### src/rtl/gwe_pkg.sv
// Shared constants and types for the grid wall edge extractor.
// No dependencies; every other file refers to this package by scoped names.
package gwe_pkg;

    // Largest supported grid dimension (default for the top-level parameter)
    localparam int MAX_TILES_DEF = 1024;

    // Field widths
    localparam int SIZE_W     = 10;  // tile_size
    localparam int COUNT_W    = 11;  // tiles_across / tiles_deep
    localparam int CFG_DATA_W = 11;  // widest register
    localparam int REG_IDX_W  = 2;
    localparam int OUT_IDX_W  = 10;  // wall_tile_col / wall_tile_row
    localparam int POS_W      = 22;  // doubled wall centre coordinates

    // Register indexes
    localparam logic [REG_IDX_W-1:0] REG_TILE_SIZE    = 2'd0;
    localparam logic [REG_IDX_W-1:0] REG_TILES_ACROSS = 2'd1;
    localparam logic [REG_IDX_W-1:0] REG_TILES_DEEP   = 2'd2;

    // Wall side codes
    typedef enum logic [1:0] {
        SIDE_LEFT   = 2'd0,
        SIDE_RIGHT  = 2'd1,
        SIDE_TOP    = 2'd2,
        SIDE_BOTTOM = 2'd3
    } side_t;

endpackage

### src/rtl/gwe_channels.sv
// Valid/ready channel interfaces: tile input and wall result.
// Depends on gwe_pkg for field widths.
interface gwe_tile_if;
    logic valid;
    logic ready;
    logic tile_open;
    logic map_start;

    modport source (output valid, output tile_open, output map_start, input ready);
    modport sink   (input valid, input tile_open, input map_start, output ready);
endinterface

interface gwe_wall_if;
    logic                                  valid;
    logic                                  ready;
    logic [1:0]                            wall_side;
    logic [gwe_pkg::OUT_IDX_W-1:0]         wall_tile_col;
    logic [gwe_pkg::OUT_IDX_W-1:0]         wall_tile_row;
    logic signed [gwe_pkg::POS_W-1:0]      wall_pos_x2;
    logic signed [gwe_pkg::POS_W-1:0]      wall_pos_z2;
    logic                                  run_last;

    modport source (output valid, output wall_side, output wall_tile_col,
                    output wall_tile_row, output wall_pos_x2, output wall_pos_z2,
                    output run_last, input ready);
    modport sink   (input valid, input wall_side, input wall_tile_col,
                    input wall_tile_row, input wall_pos_x2, input wall_pos_z2,
                    input run_last, output ready);
endinterface

### src/rtl/gwe_pos_calc.sv
// Wall centre position calculator (combinational), doubled world units.
// Depends on gwe_pkg. All math is modulo 2^POS_W, matching the output width.
module gwe_pos_calc #(
    parameter int CNT_W = 10
) (
    input  gwe_pkg::side_t                      side,
    input  logic [CNT_W-1:0]                    col,
    input  logic [CNT_W-1:0]                    row,
    input  logic [gwe_pkg::SIZE_W-1:0]          tile_size,
    input  logic [gwe_pkg::POS_W-1:0]           w_span,
    input  logic [gwe_pkg::POS_W-1:0]           d_span,
    output logic signed [gwe_pkg::POS_W-1:0]    pos_x2,
    output logic signed [gwe_pkg::POS_W-1:0]    pos_z2
);

    logic [gwe_pkg::SIZE_W+CNT_W-1:0] sc;
    logic [gwe_pkg::SIZE_W+CNT_W-1:0] sr;
    logic [gwe_pkg::POS_W-1:0]        bx;
    logic [gwe_pkg::POS_W-1:0]        bz;
    logic [gwe_pkg::POS_W-1:0]        s2;
    logic [gwe_pkg::POS_W-1:0]        h2;
    logic [gwe_pkg::POS_W-1:0]        x_sum;
    logic [gwe_pkg::POS_W-1:0]        z_sum;

    assign sc = tile_size * col;
    assign sr = tile_size * row;
    assign bx = gwe_pkg::POS_W'({sc, 1'b0});
    assign bz = gwe_pkg::POS_W'({sr, 1'b0});
    assign s2 = gwe_pkg::POS_W'({tile_size, 1'b0});
    // 2*floor(s/2) is s with its low bit cleared
    assign h2 = gwe_pkg::POS_W'({tile_size[gwe_pkg::SIZE_W-1:1], 1'b0});

    always_comb
    begin
        case (side)
            gwe_pkg::SIDE_LEFT:
            begin
                x_sum = bx - w_span;
                z_sum = bz + h2 - d_span;
            end
            gwe_pkg::SIDE_RIGHT:
            begin
                x_sum = bx + s2 - w_span;
                z_sum = bz + h2 - d_span;
            end
            gwe_pkg::SIDE_TOP:
            begin
                x_sum = bx + h2 - w_span;
                z_sum = bz - d_span;
            end
            default:
            begin
                x_sum = bx + h2 - w_span;
                z_sum = bz + s2 - d_span;
            end
        endcase
    end

    assign pos_x2 = signed'(x_sum);
    assign pos_z2 = signed'(z_sum);

endmodule

### src/rtl/grid_wall_edge_extractor.sv
// A transferred tile is held in the compare stage; its walls leave through the result register.
// Throughput: one tile per cycle while tiles cause at most one wall and that wall can be
// loaded; a tile with two walls holds the input until its second wall is loaded, as the
// single result register sends one wall per cycle while the receiver takes them.
// Reset: handshake state, counters and left flag clear; registers go to 1. The
// row flag memory is not cleared.
module grid_wall_edge_extractor #(
    parameter int MAX_TILES = gwe_pkg::MAX_TILES_DEF
) (
    input  logic                             clk,
    input  logic                             rst_n,
    input  logic                             cfg_we,
    input  logic [gwe_pkg::REG_IDX_W-1:0]    cfg_index,
    input  logic [gwe_pkg::CFG_DATA_W-1:0]   cfg_data,
    gwe_tile_if.sink                         tiles,
    gwe_wall_if.source                       walls
);

    localparam int CNT_W = (MAX_TILES > 1) ? $clog2(MAX_TILES) : 1;
    localparam int CLW   = $clog2(MAX_TILES + 1);

    // Configuration registers
    logic [gwe_pkg::SIZE_W-1:0]  tile_size_reg;
    logic [gwe_pkg::COUNT_W-1:0] tiles_across_reg;
    logic [gwe_pkg::COUNT_W-1:0] tiles_deep_reg;

    logic [CLW-1:0]              across_cl;
    logic [CLW-1:0]              deep_cl;
    logic [gwe_pkg::POS_W-1:0]   w_span_reg;
    logic [gwe_pkg::POS_W-1:0]   d_span_reg;

    // Position tracking
    logic [CNT_W-1:0] col_reg;
    logic [CNT_W-1:0] col_next;
    logic [CNT_W-1:0] row_reg;
    logic [CNT_W-1:0] row_next;
    logic             left_reg;
    logic [CNT_W-1:0] c_in;
    logic [CNT_W-1:0] r_in;

    logic row_mem [MAX_TILES];

    // Compare stage
    logic             s1_valid_reg;
    logic             s1_valid_next;
    logic             s1_a_done_reg;
    logic             s1_a_done_next;
    logic             s1_cur_reg;
    logic             s1_left_reg;
    logic             s1_above_reg;
    logic [CNT_W-1:0] s1_col_reg;
    logic [CNT_W-1:0] s1_row_reg;

    logic             need_a;
    logic             need_b;
    logic             pend_a;
    logic             out_load_ok;
    logic             out_load;
    logic             s1_done;
    logic             in_fire;
    logic             sel_last;
    gwe_pkg::side_t   sel_side;
    logic [CNT_W-1:0] own_col;
    logic [CNT_W-1:0] own_row;
    logic signed [gwe_pkg::POS_W-1:0] calc_x2;
    logic signed [gwe_pkg::POS_W-1:0] calc_z2;

    // Result register
    logic                                out_valid_reg;
    logic                                out_valid_next;
    gwe_pkg::side_t                      out_side_reg;
    logic [gwe_pkg::OUT_IDX_W-1:0]       out_col_reg;
    logic [gwe_pkg::OUT_IDX_W-1:0]       out_row_reg;
    logic signed [gwe_pkg::POS_W-1:0]    out_x2_reg;
    logic signed [gwe_pkg::POS_W-1:0]    out_z2_reg;
    logic                                out_last_reg;

    // ---------------- configuration ----------------
    always_ff @(posedge clk or negedge rst_n)
    begin
        if (!rst_n)
        begin
            tile_size_reg    <= gwe_pkg::SIZE_W'(1);
            tiles_across_reg <= gwe_pkg::COUNT_W'(1);
            tiles_deep_reg   <= gwe_pkg::COUNT_W'(1);
        end
        else if (cfg_we)
        begin
            case (cfg_index)
                gwe_pkg::REG_TILE_SIZE:    tile_size_reg    <= cfg_data[gwe_pkg::SIZE_W-1:0];
                gwe_pkg::REG_TILES_ACROSS: tiles_across_reg <= cfg_data[gwe_pkg::COUNT_W-1:0];
                gwe_pkg::REG_TILES_DEEP:   tiles_deep_reg   <= cfg_data[gwe_pkg::COUNT_W-1:0];
                default: ;
            endcase
        end
    end

    always_comb
    begin
        if (tiles_across_reg == '0)
            across_cl = CLW'(1);
        else if (32'(tiles_across_reg) > MAX_TILES)
            across_cl = CLW'(MAX_TILES);
        else
            across_cl = CLW'(tiles_across_reg);

        if (tiles_deep_reg == '0)
            deep_cl = CLW'(1);
        else if (32'(tiles_deep_reg) > MAX_TILES)
            deep_cl = CLW'(MAX_TILES);
        else
            deep_cl = CLW'(tiles_deep_reg);
    end

    // Spans follow the registers in the next cycle; user keeps config quiet then, unenforced
    always_ff @(posedge clk)
    begin
        w_span_reg <= gwe_pkg::POS_W'(tile_size_reg) * gwe_pkg::POS_W'(across_cl);
        d_span_reg <= gwe_pkg::POS_W'(tile_size_reg) * gwe_pkg::POS_W'(deep_cl);
    end

    // ---------------- input side ----------------
    assign in_fire = tiles.valid && tiles.ready;
    assign c_in    = tiles.map_start ? '0 : col_reg;
    assign r_in    = tiles.map_start ? '0 : row_reg;

    always_comb
    begin
        if ((CLW+1)'(c_in) + 1'b1 >= (CLW+1)'(across_cl))
        begin
            col_next = '0;
            if ((CLW+1)'(r_in) + 1'b1 >= (CLW+1)'(deep_cl))
                row_next = '0;
            else
                row_next = r_in + 1'b1;
        end
        else
        begin
            col_next = c_in + 1'b1;
            row_next = r_in;
        end
    end

    always_ff @(posedge clk or negedge rst_n)
    begin
        if (!rst_n)
        begin
            col_reg  <= '0;
            row_reg  <= '0;
            left_reg <= 1'b0;
        end
        else if (in_fire)
        begin
            col_reg  <= col_next;
            row_reg  <= row_next;
            left_reg <= tiles.tile_open;
        end
    end

    // Row flag memory: read old flag and write new one at the same column
    always_ff @(posedge clk)
    begin
        if (in_fire)
        begin
            s1_above_reg   <= row_mem[c_in];
            row_mem[c_in]  <= tiles.tile_open;
            s1_cur_reg     <= tiles.tile_open;
            s1_left_reg    <= left_reg;
            s1_col_reg     <= c_in;
            s1_row_reg     <= r_in;
        end
    end

    // ---------------- compare stage ----------------
    assign need_a      = (s1_col_reg != '0) && (s1_cur_reg != s1_left_reg);
    assign need_b      = (s1_row_reg != '0) && (s1_cur_reg != s1_above_reg);
    assign pend_a      = need_a && !s1_a_done_reg;
    assign out_load_ok = !out_valid_reg || walls.ready;
    assign out_load    = s1_valid_reg && out_load_ok && (pend_a || need_b);
    assign s1_done     = s1_valid_reg &&
                         ((!pend_a && !need_b) || (out_load_ok && !(pend_a && need_b)));
    assign tiles.ready = !s1_valid_reg || s1_done;
    assign sel_last    = !(pend_a && need_b);

    always_comb
    begin
        own_col = s1_col_reg;
        own_row = s1_row_reg;
        if (pend_a)
            sel_side = s1_cur_reg ? gwe_pkg::SIDE_RIGHT : gwe_pkg::SIDE_LEFT;
        else
            sel_side = s1_cur_reg ? gwe_pkg::SIDE_BOTTOM : gwe_pkg::SIDE_TOP;
        case (sel_side)
            gwe_pkg::SIDE_RIGHT:  own_col = s1_col_reg - 1'b1;
            gwe_pkg::SIDE_BOTTOM: own_row = s1_row_reg - 1'b1;
            default: ;
        endcase
    end

    gwe_pos_calc #(
        .CNT_W (CNT_W)
    ) u_pos_calc (
        .side      (sel_side),
        .col       (own_col),
        .row       (own_row),
        .tile_size (tile_size_reg),
        .w_span    (w_span_reg),
        .d_span    (d_span_reg),
        .pos_x2    (calc_x2),
        .pos_z2    (calc_z2)
    );

    always_comb
    begin
        s1_valid_next  = in_fire ? 1'b1 : (s1_done ? 1'b0 : s1_valid_reg);
        // first of two walls loaded, item stays for the second
        s1_a_done_next = (in_fire || s1_done) ? 1'b0 : (out_load ? 1'b1 : s1_a_done_reg);
        out_valid_next = out_load ? 1'b1 : (walls.ready ? 1'b0 : out_valid_reg);
    end

    always_ff @(posedge clk or negedge rst_n)
    begin
        if (!rst_n)
        begin
            s1_valid_reg  <= 1'b0;
            s1_a_done_reg <= 1'b0;
            out_valid_reg <= 1'b0;
        end
        else
        begin
            s1_valid_reg  <= s1_valid_next;
            s1_a_done_reg <= s1_a_done_next;
            out_valid_reg <= out_valid_next;
        end
    end

    // ---------------- result register ----------------
    always_ff @(posedge clk)
    begin
        if (out_load)
        begin
            out_side_reg <= sel_side;
            out_col_reg  <= gwe_pkg::OUT_IDX_W'(own_col);
            out_row_reg  <= gwe_pkg::OUT_IDX_W'(own_row);
            out_x2_reg   <= calc_x2;
            out_z2_reg   <= calc_z2;
            out_last_reg <= sel_last;
        end
    end

    assign walls.valid         = out_valid_reg;
    assign walls.wall_side     = out_side_reg;
    assign walls.wall_tile_col = out_col_reg;
    assign walls.wall_tile_row = out_row_reg;
    assign walls.wall_pos_x2   = out_x2_reg;
    assign walls.wall_pos_z2   = out_z2_reg;
    assign walls.run_last      = out_last_reg;

    // ---------------- assertions ----------------
    a_done_needs_item: assert property (@(posedge clk) disable iff (!rst_n)
        s1_a_done_reg |-> s1_valid_reg)
        else $error("second-wall flag set with no item held");

    a_done_needs_two: assert property (@(posedge clk) disable iff (!rst_n)
        s1_a_done_reg |-> need_a && need_b)
        else $error("second-wall flag set for an item with fewer than two walls");

    second_wall_follows: assert property (@(posedge clk) disable iff (!rst_n)
        walls.valid && walls.ready && !walls.run_last |=> walls.valid)
        else $error("second wall of a tile not presented right after the first");

    stall_only_when_busy: assert property (@(posedge clk) disable iff (!rst_n)
        !tiles.ready |-> s1_valid_reg && (pend_a || need_b))
        else $error("input stalled with nothing pending");

endmodule

### src/flat_wrapper.sv
// flat-port wrapper written by rule: the top's interface ports become plain ports
module grid_wall_edge_extractor_flat 
#(
    parameter int MAX_TILES = gwe_pkg::MAX_TILES_DEF
)
  (clk, rst_n, cfg_we, cfg_index, cfg_data, tiles_valid, tiles_tile_open, tiles_map_start, tiles_ready, walls_valid, walls_wall_side, walls_wall_tile_col, walls_wall_tile_row, walls_wall_pos_x2, walls_wall_pos_z2, walls_run_last, walls_ready);
  gwe_tile_if tiles_i ();
  gwe_wall_if walls_i ();
  input  logic clk;
  input  logic rst_n;
  input  logic cfg_we;
  input  logic [gwe_pkg::REG_IDX_W-1:0] cfg_index;
  input  logic [gwe_pkg::CFG_DATA_W-1:0] cfg_data;
  input wire logic [$bits(tiles_i.valid)-1:0] tiles_valid;
  input wire logic [$bits(tiles_i.tile_open)-1:0] tiles_tile_open;
  input wire logic [$bits(tiles_i.map_start)-1:0] tiles_map_start;
  output wire logic [$bits(tiles_i.ready)-1:0] tiles_ready;
  output wire logic [$bits(walls_i.valid)-1:0] walls_valid;
  output wire logic [$bits(walls_i.wall_side)-1:0] walls_wall_side;
  output wire logic [$bits(walls_i.wall_tile_col)-1:0] walls_wall_tile_col;
  output wire logic [$bits(walls_i.wall_tile_row)-1:0] walls_wall_tile_row;
  output wire logic [$bits(walls_i.wall_pos_x2)-1:0] walls_wall_pos_x2;
  output wire logic [$bits(walls_i.wall_pos_z2)-1:0] walls_wall_pos_z2;
  output wire logic [$bits(walls_i.run_last)-1:0] walls_run_last;
  input wire logic [$bits(walls_i.ready)-1:0] walls_ready;
  assign tiles_i.valid = tiles_valid;
  assign tiles_i.tile_open = tiles_tile_open;
  assign tiles_i.map_start = tiles_map_start;
  assign tiles_ready = tiles_i.ready;
  assign walls_valid = walls_i.valid;
  assign walls_wall_side = walls_i.wall_side;
  assign walls_wall_tile_col = walls_i.wall_tile_col;
  assign walls_wall_tile_row = walls_i.wall_tile_row;
  assign walls_wall_pos_x2 = walls_i.wall_pos_x2;
  assign walls_wall_pos_z2 = walls_i.wall_pos_z2;
  assign walls_run_last = walls_i.run_last;
  assign walls_i.ready = walls_ready;
  grid_wall_edge_extractor #(.MAX_TILES(MAX_TILES)) u_core (.clk(clk), .rst_n(rst_n), .cfg_we(cfg_we), .cfg_index(cfg_index), .cfg_data(cfg_data), .tiles(tiles_i), .walls(walls_i));
endmodule
### config.mk
export PLATFORM = sky130hd
export DESIGN_NAME = grid_wall_edge_extractor_flat
export DESIGN_NICKNAME = d
export VERILOG_FILES = /design/src/rtl/gwe_pkg.sv /design/src/rtl/gwe_channels.sv /design/src/rtl/gwe_pos_calc.sv /design/src/rtl/grid_wall_edge_extractor.sv /design/src/flat_wrapper.sv
export SDC_FILE = /design/constraint.sdc
export NUM_CORES = 2
export LEC_CHECK = 0
export ABC_AREA = 1
export BUFFER_PORTS_ARGS = -buffer_cell sky130_fd_sc_hd__buf_2
export CORE_MARGIN = 10
export CORE_UTILIZATION = 65
export DETAILED_ROUTE_END_ITERATION = 8
export HOLD_SLACK_MARGIN = 0.06
export PLACE_DENSITY = 0.88
export SKIP_CTS_REPAIR_TIMING = 1
export SLEW_MARGIN = 20
export SYNTH_ARGS = -nofsm -noshare
export SYNTH_HDL_FRONTEND = slang
export SYNTH_SLANG_ARGS = --single-unit
### constraint.sdc
create_clock -name clk -period 24.1 [get_ports clk]
set_input_delay 1.205 -clock clk [delete_from_list [all_inputs] [get_ports clk]]
set_output_delay 1.205 -clock clk [all_outputs]
set_load 0.005 [all_outputs]
==> results.toml <==
[synthesis]
synth_edf_count = 1114
synthSimpleGateAreaFrac = 0.234
synth_top_family_by_area = "simple AND/OR/NAND/NOR gates"
synthArstFlopShare = 0.0462
synth-warning-count = 0
postSynthAreaPerCell_um2 = 8.69
seq_area_frac_synth = 0.469
synth_fa_ha_area_frac = 0.145
synth_cell_type_count = 53
synth_compound_area_frac = 0.0517
synth_top_area_frac = 0.440
synthesis.nets = 9462
ys.flop_type = "edfxtp_1"
syn_area_um2 = 76100
synth_top_cell_by_area = "edfxtp_1"
synthMuxAreaShare = 0
synth_xor_area_frac = 0.0169
synthTopCellsByArea = "edfxtp_1, nand2_1, fa_1"
syn_inst = 8755
ys_ff_latch = 1212

[critical_path]
path_buf_inv = 13
crit_family = "adder cells"
path_class = "flop to flop"
endpoint_kind = "flop"
arrival_ns = 11.52
required_ns = 24.60
cpPeakStageDelay_ns = 0.74
slowest_stage = "nor2_4"
startpoint_type = "flop"
cp_max_fo = 26
cp_common_cell = "inv_1"

[detailed_routing]
drt_iter0_markers = 9828
drt_pass1_iterations = 9
drc = 0
drt_wl_total_mm = 227
vias = 63100
antenna_left = 0
avgRoutedWirePerCell_um = 22.2
routed_via_density = 6.17

[die]
die_area_um2 = 131000
io_pins = 89
start_util = 0.655
die_h_um = 362
rows = 125
die_w_um = 362
core_area_um2 = 116000

[sta]
min_period_ns = 11.02
rsz0062_at_grt = "no"
finalClockSkew_ns = 0.0406
period_share = 0.457
fin_tns_setup_ns = 0
finalHoldViolations = 0
slew_headroom = 0.158
worst_pin_slew_ns = 1.26
setup_viol = 0
worst_hold_slack_ns = 0.459
max_freq_ghz = 0.0908
drv_slew = 0

[clock_network]
cts_root_buf = "clkbuf_16"
clk_path_buf_depth = 3
clk_latency_ns = 0.79
clock-sinks = 1212
path_clk_slew_ns = 0.06
htreeDepth = 4
cts_buffers = 131
cts_tree = "done"

[run]
maxCapViolations = 0

[place]
gp_congestion = 0.975
hpwl_mm = 135
placed_cells_incl_taps = 9983
io_buffers = 88

[layout]
nNetsFinal = 9299
drive_above_1_share = 0.0582
fin_cells = 10200
largest_register_ff_count = 1024
area_growth_pct = 7.11
largest_register = "u_core.row_mem"
fillCellCount = 8237

[global_route]
antenna_found_initial = 3
grt_overflow_total = 0
grt.total_usage = 0.337
grt_first_pass_wirelength_mm = 344
grt_pass1_vias = 61900
grt_max_degree = 248

[hold_path]
worstHoldPathType = "flop to flop"

[run_status]
status = "complete, no violations"
==> cell usage after synthesis, types with 16 or more instances <==
cell,number
ha_1,361
o22ai_1,38
or2_2,68
edfxtp_1,1114
nand2_1,1825
buf_2,231
o211ai_1,54
inv_1,1127
a21oi_1,248
a21boi_0,16
clkbuf_1,216
a21o_1,18
nor3_1,32
buf_1,21
nand4_1,31
xor2_1,95
nand3_1,670
dfrtp_1,53
dfxtp_1,42
nor2_1,1732
fa_1,326
xnor2_1,43
o21ai_0,272
==> per-stage QoR <==
stage / area, um^2 / utilization / setup slack (ns)
3_3_place_gp: 77300 / 0.665 / 13.40
3_5_place_dp: 77300 / 0.665 / 13.34
5_1_grt: 81500 / 0.701 / 12.36
2_1_floorplan: 76100 / - / 16.05
4_1_cts: 81500 / 0.701 / 13.23
6_report: 81500 / 0.702 / 13.08
==> worst reg2reg max path, delay by kind of cell, from the launching register on <==
family	cells	cell delay (ns)
AOI/OAI and AO/OA	7	2.06
xor gates and xnor gates	1	0.25
and+or+nand+nor	11	1.97
DFF	1	0.38
adders and majority gates	9	3.96
buffers and inverters	13	2.12
==> kinds of logic after synthesis <==
group / Yosys count
DFF: 1212
buffers and inverters: 1613
and+or+nand+nor: 4396
AOI/OAI and AO/OA: 704
xor gates and xnor gates: 143
adders and majority gates: 687
==> metal layers <==
layer | wire length [um] | vias up | global-route usage
met4 | 17000 | 2 | 0.213
met1 | 75700 | 29500 | 0.410
met3 | 31500 | 1232 | 0.0909
met2 | 102000 | 4741 | 0.532
li1 | - | 27600 | -
met5 | 13 | - | 0
==> cell type report <==
type	count	area, um^2	share of cell area
diodes	3	7.51	0.0000921
clock buffers	180	3550	0.0436
clock inverters	58	632	0.00775
inverters	1142	4290	0.0526
multi-input cells	5930	34300	0.420
flip-flops and latches	1212	35700	0.438
well taps	1524	1910	0.0234
repair buffers	175	1160	0.0142
==> cells in the final DEF (no fill, tap or decap), drive strengths merged, types with 54 or more instances in the layout <==
cell / n
clkbuf: 180
inv: 1135
o21ai: 277
ha: 361
clkinv: 59
edfxtp: 1114
o211ai: 54
nand3: 674
buf: 175
fa: 326
or2: 68
nand2: 1829
nor2: 1742
a21oi: 248
xor2: 100
==> worst paths after layout <==
check	startpoint	end	slack [ns]	cells past startpoint
max in group asynchronous	rst_n	u_core.col_reg[0]	22.87	2
hold reg to reg	u_core.left_reg	u_core.s1_left_reg	0.46	0
hold / removal	u_core.left_reg	u_core.s1_left_reg	0.46	0
min in group asynchronous	rst_n	u_core.tile_size_reg[7]	0.61	2
setup reg to reg	u_core.s1_col_reg[0]	u_core.walls.wall_pos_z2[21]	13.08	41
setup / recovery	u_core.s1_col_reg[0]	u_core.walls.wall_pos_z2[21]	13.08	41
Power is not shown: default switching activity piles up to over one toggle a cycle in this logic, so the estimate is an artifact.
